===== src/hw/rtl/skg_pkg.sv =====
package skg_pkg;

  // default build values
  localparam int unsigned MaxSideDef = 4;
  localparam int unsigned IdWidthDef = 16;

  // side size register
  localparam int unsigned SideW = 3;
  localparam logic [SideW-1:0] SideReset = 3'd2;

  // sequencer states
  typedef enum logic [1:0] {
    ST_IDLE = 2'b01,
    ST_RUN  = 2'b10
  } state_e;

endpackage


===== src/hw/rtl/skg_tok_if.sv =====
interface skg_tok_if
  import skg_pkg::*;
#(
  parameter int unsigned ID_WIDTH = IdWidthDef
);
  logic                valid;
  logic                ready;
  logic [ID_WIDTH-1:0] token_id;
  logic                sentence_end;

  modport source (output valid, output token_id, output sentence_end, input ready);
  modport sink   (input valid, input token_id, input sentence_end, output ready);
endinterface


===== src/hw/rtl/skg_pair_if.sv =====
interface skg_pair_if
  import skg_pkg::*;
#(
  parameter int unsigned ID_WIDTH = IdWidthDef
);
  logic                valid;
  logic                ready;
  logic [ID_WIDTH-1:0] center_id;
  logic [ID_WIDTH-1:0] context_id;
  logic                run_last;

  modport source (output valid, output center_id, output context_id, output run_last,
                  input ready);
  modport sink   (input valid, input center_id, input context_id, input run_last,
                  output ready);
endinterface


===== src/hw/rtl/skipgram_window_pair_generator.sv =====
// Skip-gram pair generator: takes one token word per accepted handshake and emits
// (center, context) pair words, one per cycle while the output side is ready. A
// mid-sentence token that completes a center gives up to 2*side size pairs, and a
// sentence-end token flushes all pending centers, which is up to
// 3*side size*(side size+1)/2 pairs. The input is held until the last pair of the
// token has been read, and a pair that waits while the output side is not ready
// holds the walk. The pair rate is set by the window memory, which gives one center
// and one context read per cycle while the output register can take a pair; both
// reads are registered. The next token is taken as soon as the last pair of the
// current one has been read, even while that pair still waits in the output
// register. A side size above MAX_SIDE acts as MAX_SIDE, and a side size of zero
// gives no pairs.
module skipgram_window_pair_generator
  import skg_pkg::*;
#(
  parameter int unsigned MAX_SIDE = MaxSideDef,
  parameter int unsigned ID_WIDTH = IdWidthDef
) (
  input  logic             clk_i,
  input  logic             rst_ni,
  input  logic             cfg_we_i,
  input  logic [SideW-1:0] cfg_wdata_i,
  skg_tok_if.sink          tok_i,
  skg_pair_if.source       pair_o
);

  localparam int unsigned WinDepth = 2 * MAX_SIDE + 1;
  localparam int unsigned AW       = $clog2(WinDepth);
  localparam logic [AW-1:0] PosMax  = AW'(2 * MAX_SIDE);
  localparam logic [AW-1:0] LastAdr = AW'(WinDepth - 1);

  // side size register
  logic [SideW-1:0] side_q;

  always_ff @(posedge clk_i or negedge rst_ni) begin
    if (!rst_ni) begin
      side_q <= SideReset;
    end else if (cfg_we_i) begin
      side_q <= cfg_wdata_i;
    end
  end

  // control state
  state_e        state_q;
  logic [AW-1:0] ptr_q;     // address of the newest token
  logic [AW-1:0] pos_q;     // earlier tokens in this sentence, saturated
  logic [AW-1:0] s_q, n_q, d_q, e_q, d_end_q;
  logic          out_valid_q, run_last_q;
  logic [ID_WIDTH-1:0] center_q, context_q;

  logic [ID_WIDTH-1:0] win_mem [WinDepth];

  // lowest context offset of a center
  function automatic logic [AW-1:0] ctx_lo(logic [AW-1:0] d, logic [AW-1:0] s);
    ctx_lo = (d >= s) ? d - s : '0;
  endfunction

  // first context offset of a center, skipping the center itself
  function automatic logic [AW-1:0] ctx_first(logic [AW-1:0] d, logic [AW-1:0] s,
                                               logic [AW-1:0] n);
    logic [AW:0]   sum;
    logic [AW-1:0] hi;
    sum = {1'b0, d} + {1'b0, s};
    hi  = (sum > {1'b0, n}) ? n : sum[AW-1:0];
    ctx_first = (hi == d) ? d - AW'(1) : hi;
  endfunction

  // window address of an offset back from the newest token
  function automatic logic [AW-1:0] win_adr(logic [AW-1:0] head, logic [AW-1:0] o);
    logic [AW:0] wrap;
    wrap = {1'b0, head} + (AW + 1)'(WinDepth) - {1'b0, o};
    win_adr = (head >= o) ? head - o : wrap[AW-1:0];
  endfunction

  // token accept and pair setup
  logic          accept, last_tok, has_pairs;
  logic [AW-1:0] s_acc, n_acc, d_start, wr_adr;

  assign tok_i.ready = (state_q == ST_IDLE);
  assign accept      = tok_i.valid && tok_i.ready;
  assign last_tok    = tok_i.sentence_end;
  assign wr_adr      = (ptr_q == LastAdr) ? '0 : ptr_q + AW'(1);

  always_comb begin
    s_acc = (side_q > SideW'(MAX_SIDE)) ? AW'(MAX_SIDE) : AW'(side_q);
    n_acc = pos_q;
    if (last_tok) begin
      has_pairs = (s_acc != '0) && (n_acc != '0);
      d_start   = (s_acc < n_acc) ? s_acc : n_acc;
    end else begin
      has_pairs = (s_acc != '0) && (s_acc <= n_acc);
      d_start   = s_acc;
    end
  end

  // pair walk: context offsets descend, then the next lower center
  logic          rd_en, ctr_done, pair_last;
  logic [AW-1:0] e_step, d_next;

  always_comb begin
    rd_en     = (state_q == ST_RUN) && (!out_valid_q || pair_o.ready);
    ctr_done  = (e_q == ctx_lo(d_q, s_q)) || (d_q == '0 && e_q == AW'(1));
    pair_last = ctr_done && (d_q == d_end_q);
    e_step    = (e_q - AW'(1) == d_q) ? e_q - AW'(2) : e_q - AW'(1);
    d_next    = d_q - AW'(1);
  end

  always_ff @(posedge clk_i or negedge rst_ni) begin
    if (!rst_ni) begin
      state_q <= ST_IDLE;
      ptr_q   <= '0;
      pos_q   <= '0;
      s_q     <= '0;
      n_q     <= '0;
      d_q     <= '0;
      e_q     <= '0;
      d_end_q <= '0;
    end else begin
      unique case (state_q)
        ST_IDLE: begin
          if (accept) begin
            ptr_q   <= wr_adr;
            s_q     <= s_acc;
            n_q     <= n_acc;
            d_q     <= d_start;
            e_q     <= ctx_first(d_start, s_acc, n_acc);
            d_end_q <= last_tok ? '0 : d_start;
            if (last_tok) begin
              pos_q <= '0;
            end else if (pos_q < PosMax) begin
              pos_q <= pos_q + AW'(1);
            end
            if (has_pairs) begin
              state_q <= ST_RUN;
            end
          end
        end
        ST_RUN: begin
          if (rd_en) begin
            if (pair_last) begin
              state_q <= ST_IDLE;
            end else if (ctr_done) begin
              d_q <= d_next;
              e_q <= ctx_first(d_next, s_q, n_q);
            end else begin
              e_q <= e_step;
            end
          end
        end
        default: state_q <= ST_IDLE;
      endcase
    end
  end

  // token window memory, two registered read ports
  always_ff @(posedge clk_i) begin
    if (accept) begin
      win_mem[wr_adr] <= tok_i.token_id;
    end
    if (rd_en) begin
      center_q  <= win_mem[win_adr(ptr_q, d_q)];
      context_q <= win_mem[win_adr(ptr_q, e_q)];
    end
  end

  // output word register
  always_ff @(posedge clk_i or negedge rst_ni) begin
    if (!rst_ni) begin
      out_valid_q <= 1'b0;
      run_last_q  <= 1'b0;
    end else if (rd_en) begin
      out_valid_q <= 1'b1;
      run_last_q  <= pair_last;
    end else if (pair_o.ready) begin
      out_valid_q <= 1'b0;
    end
  end

  assign pair_o.valid      = out_valid_q;
  assign pair_o.center_id  = center_q;
  assign pair_o.context_id = context_q;
  assign pair_o.run_last   = run_last_q;

`ifndef SYNTHESIS
  // walk never goes past the final center
  a_center_range: assert property (@(posedge clk_i) disable iff (!rst_ni)
    (state_q == ST_RUN) |-> (d_q >= d_end_q))
    else $error("center offset below final center");

  // a context never equals its own center
  a_ctx_not_center: assert property (@(posedge clk_i) disable iff (!rst_ni)
    (state_q == ST_RUN) |-> (e_q != d_q))
    else $error("context offset equals center");

  // contexts stay inside the sentence
  a_ctx_in_sentence: assert property (@(posedge clk_i) disable iff (!rst_ni)
    (state_q == ST_RUN) |-> (e_q <= n_q && d_q <= n_q))
    else $error("offset beyond sentence start");

  // final pair read returns the sequencer to idle with run_last set
  a_last_to_idle: assert property (@(posedge clk_i) disable iff (!rst_ni)
    (rd_en && pair_last) |=> (state_q == ST_IDLE && out_valid_q && run_last_q))
    else $error("final pair did not end the run");
`endif

endmodule

===== src/flat_wrapper.sv =====
// flat-port wrapper written by rule: the top's interface ports become plain ports
module skipgram_window_pair_generator_flat import skg_pkg::*;
#(
  parameter int unsigned MAX_SIDE = MaxSideDef,
  parameter int unsigned ID_WIDTH = IdWidthDef
)
  (clk_i, rst_ni, cfg_we_i, cfg_wdata_i, tok_i_valid, tok_i_token_id, tok_i_sentence_end, tok_i_ready, pair_o_valid, pair_o_center_id, pair_o_context_id, pair_o_run_last, pair_o_ready);
  skg_tok_if #(.ID_WIDTH(ID_WIDTH)) tok_i_i ();
  skg_pair_if #(.ID_WIDTH(ID_WIDTH)) pair_o_i ();
  input  logic clk_i;
  input  logic rst_ni;
  input  logic cfg_we_i;
  input  logic [SideW-1:0] cfg_wdata_i;
  input wire logic [$bits(tok_i_i.valid)-1:0] tok_i_valid;
  input wire logic [$bits(tok_i_i.token_id)-1:0] tok_i_token_id;
  input wire logic [$bits(tok_i_i.sentence_end)-1:0] tok_i_sentence_end;
  output wire logic [$bits(tok_i_i.ready)-1:0] tok_i_ready;
  output wire logic [$bits(pair_o_i.valid)-1:0] pair_o_valid;
  output wire logic [$bits(pair_o_i.center_id)-1:0] pair_o_center_id;
  output wire logic [$bits(pair_o_i.context_id)-1:0] pair_o_context_id;
  output wire logic [$bits(pair_o_i.run_last)-1:0] pair_o_run_last;
  input wire logic [$bits(pair_o_i.ready)-1:0] pair_o_ready;
  assign tok_i_i.valid = tok_i_valid;
  assign tok_i_i.token_id = tok_i_token_id;
  assign tok_i_i.sentence_end = tok_i_sentence_end;
  assign tok_i_ready = tok_i_i.ready;
  assign pair_o_valid = pair_o_i.valid;
  assign pair_o_center_id = pair_o_i.center_id;
  assign pair_o_context_id = pair_o_i.context_id;
  assign pair_o_run_last = pair_o_i.run_last;
  assign pair_o_i.ready = pair_o_ready;
  skipgram_window_pair_generator #(.MAX_SIDE(MAX_SIDE), .ID_WIDTH(ID_WIDTH)) u_core (.clk_i(clk_i), .rst_ni(rst_ni), .cfg_we_i(cfg_we_i), .cfg_wdata_i(cfg_wdata_i), .tok_i(tok_i_i), .pair_o(pair_o_i));
endmodule

===== config.mk =====
export PLATFORM = sky130hd
export DESIGN_NAME = skipgram_window_pair_generator_flat
export DESIGN_NICKNAME = d
export VERILOG_FILES = /design/src/hw/rtl/skg_pkg.sv /design/src/hw/rtl/skg_tok_if.sv /design/src/hw/rtl/skg_pair_if.sv /design/src/hw/rtl/skipgram_window_pair_generator.sv /design/src/flat_wrapper.sv
export SDC_FILE = /design/constraint.sdc
export NUM_CORES = 1
export LEC_CHECK = 0
export ABC_AREA = 1
export BUFFER_PORTS_ARGS = -buffer_cell sky130_fd_sc_hd__buf_4
export CORE_MARGIN = 4
export CORE_UTILIZATION = 46
export CTS_BUF_LIST = sky130_fd_sc_hd__clkbuf_4 sky130_fd_sc_hd__clkbuf_8
export CTS_CLUSTER_DIAMETER = 30
export DETAILED_ROUTE_END_ITERATION = 10
export GPL_ROUTABILITY_DRIVEN = 0
export PLACE_DENSITY = 0.64
export SLEW_MARGIN = 30
export SYNTH_ARGS = -nofsm -noshare
export SYNTH_HDL_FRONTEND = slang
export SYNTH_SLANG_ARGS = --single-unit

===== constraint.sdc =====
create_clock -name clk_i -period 4.79 [get_ports clk_i]
set_input_delay 0.479 -clock clk_i [delete_from_list [all_inputs] [get_ports clk_i]]
set_output_delay 0.479 -clock clk_i [all_outputs]
set_load 0.03 [all_outputs]

==> results.md <==
- Status: finished clean
- Layout Cells excl Fill: between 1.5k and 2k
- CORE AREA: around 27000 um2
- Share of layout cells above drive strength 1: 13.93%
- Worst Max-Slew Pin Slew: approximately 0.83 ns
- CTS Buf Count: 53
- Clk sinks: 210
- Die H: 173.0 um
- Die ar.: between 20000 and 30000 um2
- Critical path class: flop to flop
- Clk_lat worst skew: around 0.6 ns
- Initial core utilization: approximately 47%
- Reg2reg start: u_core.side_q[2]
- Slew headroom: 44.92%
- Input/output buffers: 59
- Hold EP: u_core.side_q[2]
- H-tree lvl count: 2
- Adder-cell share of the synthesized area: under 10%
- CTS tree: done
- Arr. time, crit path: ~4.7 ns
- Sequential fraction of the synthesis area: 49.00%
- Critical Path RT: 5.26 ns
- Combinational family with the most area after synthesis: simple AND/OR/NAND/NOR gates
- Final nets: around 1.7k
- Final period utilization: between 80% and 90%
- FF-to-FF path depth: 32
- Crit path time final: 4.240 ns
- 1st-iter DRT viols: approximately 1.0k
- Post-Syn Nets: approximately 1.6k
- Worst hold path class: input pin to flop
- Grt total ovfl: 0
- Worst hold start: cfg_wdata_i[2]
- Die Span X: between 150 and 200 um
- Largest net degree at the start of global routing: 65
- Vias/cell: between 5 and 6
- Final setup fails: 0
- Final ANT Viol Nets: 0
- Clock Skew: 0.03343 ns
- Synthesized area: around 13000 um2
- Cells after DPL: 1872
- Synth Area in Simple Gates: between 20% and 30%
- Setup tns final: 0 ns
- Post-synthesis mux area share: 0%
- Synth Area in XOR/XNOR: 2.896%
- Crit path launch type: flop
- Clk buf depth: 3
- Ys async rst share: 16.19%
- Clock-pin slew on the worst setup and hold paths: about 0.05 ns
- CP max FO: 8
- Crit Reg-Reg Endpoint: u_core.e_q[0]
- WHS Path Cells: 3
- CP max-delay cell: dfrtp_1
- DRC violations left: 0
- Most used cell, CP: nand2_1
- Placed wire-length estimate: a little over 20000 um
- Via count: roughly 10k
- Register bit total from synthesis: 210
- Vias in the first global route: between 10k and 15k
- Fin util: 54.28%
- CP endpoint kind: flop
- RSZ-0062 raised after global routing: false
- Maxcap violations: 0
- R2R Setup Slk: between 0.5 and 0.6 ns
- Synth-to-layout area growth: 16.44%
- First drt pass iteration count: 6
- Hold Fails Final Rpt: 0
- Clock Tree Root: clkbuf_8
- Syn_area_per_cell: between 8 and 9 um2
- Boundary pin count: 60
- Number of unique standard cell types used by synthesis: 40
- Complex-gate fraction of the synthesized area: 2.866%
- Post-synth EDFFs: approximately 180
- Antenna violations before repair: 1
- Detailed Route WL: approximately 33000 um
- Ys Warns: 0
- WL/cell: approximately 17 um
- First-pass GRT wire length: ~53000 um
- Total track usage: roughly 22%
- Number of post-CTS setup repair buffers: 0
- FMAX: 235.8 MHz
- Cell count after synthesis: between 1.5k and 2k
- Max-slew violation count: 0
- Num rows: 60
- Fill count: ~2.5k
- Main flop type after synthesis: edfxtp_1
- Slowest stage delay, CP: around 0.45 ns
## cell usage after synthesis, types with 6 or more instances
cell	number	share of area [%]
edfxtp_1	176	42
fa_1	7	1.1
xor2_1	10	0.70
nand3_2	12	0.96
dfrtp_1	32	6.4
nor2_1	29	0.87
nand4_1	12	0.60
a21oi_1	17	0.68
inv_1	227	6.8
o21ai_0	38	1.5
buf_2	30	1.2
ha_1	49	4.9
nand2_1	501	15
xnor2_1	12	0.84
clkbuf_1	17	0.51
nand3_1	279	11
nor3_1	6	0.24
## stage by stage
stage | setup slack [ns] | cell area, um2 | hold WS (ns)
final | 0.5498 | 14590 | 0.1125
after global routing | 0.05029 | 14590 | 0.1014
after floorplan | 0.6742 | 12530 | 0.1834
after global placement | 0.5306 | 13350 | 0.4650
after detailed placement | 0.3932 | 13350 | 0.4687
after CTS | 0.3678 | 14570 | 0.08567
## logic make-up after synthesis
group | count (synthesis)
and+or+nand+nor | 854
buffers and inverters | 288
DFF | 210
AOI/OAI and AO/OA | 64
adders and majority gates | 56
xor gates and xnor gates | 29
## placed cells by master (no fill, tap or decap), types with 3 or more instances in the layout
cell type / synthesis / layout
a21oi_1: 17 / 16
buf_4: 3 / 85
bufinv_16: 0 / 8
clkbuf_4: 0 / 6
clkbuf_8: 0 / 54
clkinv_1: 0 / 13
clkinv_2: 0 / 6
clkinvlp_4: 0 / 5
dfrtp_1: 32 / 32
edfxtp_1: 176 / 176
fa_1: 7 / 7
ha_1: 49 / 49
inv_1: 227 / 227
inv_2: 4 / 4
nand2_1: 501 / 500
nand2_2: 4 / 5
nand2_4: 4 / 4
nand3_1: 279 / 278
nand3_2: 12 / 13
nand4_1: 12 / 12
nor2_1: 29 / 24
nor2_2: 1 / 6
nor3_2: 0 / 4
o21ai_0: 38 / 37
xnor2_1: 12 / 11
xor2_1: 10 / 10
xor2_4: 3 / 3
## critical path: cells and delay by family (launching register included)
family / cells / cell delay (ns)
AND/OR/NAND/NOR: 22 / 1.90
adder cells (fa/ha/maj): 4 / 1.16
flip-flops: 1 / 0.45
buffers and inverters: 3 / 0.24
AO/OA/AOI/OAI: 2 / 0.21
XOR/XNOR: 1 / 0.17
## per-layer routing
layer	global-route usage, %	vias up	wire (um)	share of wire [%]
li1	-	5055	-	-
met1	29.21	4867	14090	43
met2	35.41	412	15360	47
met3	3.804	80	2545	7.7
met4	8.281	0	1013	3.1
met5	0	-	0	0
## state kept, by name, indices dropped and copies added, names as in the netlist, 2 cells and up
register	count
u_core.s_q	3
u_core.win_mem	144
u_core.side_q	3
u_core.e_q	4
u_core.d_q	4
u_core.n_acc	4
u_core.state_q	2
u_core.pair_o.context_id	16
u_core.d_end_q	4
u_core.ptr_q	4
u_core.pair_o.center_id	16
u_core.n_q	4
## timing repair
item / 4_1_cts / 5_1_grt
endpoints found under the hold margin: 32 / 0
hold buffers: 1 / 0
endpoints found under the setup margin: 0 / 4
resized for setup: 0 / 5
## cell type report
class / instances / area [um2] / area share [%]
clock buffer: 60 / 788.3 / 5.404
sequential: 210 / 6138 / 42.08
antenna: 1 / 2.502 / 0.01715
timing repair buffer: 86 / 648.1 / 4.443
tap: 341 / 426.7 / 2.925
multi-input combinational: 1003 / 5286 / 36.24
clock inverter: 37 / 417.9 / 2.865
inverter: 233 / 879.6 / 6.030
## how the worst max path moves through the flow
stage / startpoint / to / slack, ns
after floorplan: u_core.side_q[1] / u_core.e_q[0] / 0.67
after global placement: u_core.side_q[0] / u_core.e_q[0] / 0.53
after detailed placement: u_core.side_q[0] / u_core.e_q[0] / 0.39
after CTS: u_core.side_q[0] / u_core.e_q[0] / 0.37
after global routing: u_core.side_q[0] / u_core.e_q[0] / 0.05
final: u_core.side_q[2] / u_core.e_q[0] / 0.55
Power is not shown: default switching activity piles up to over one toggle a cycle in this logic, so the estimate is an artifact.
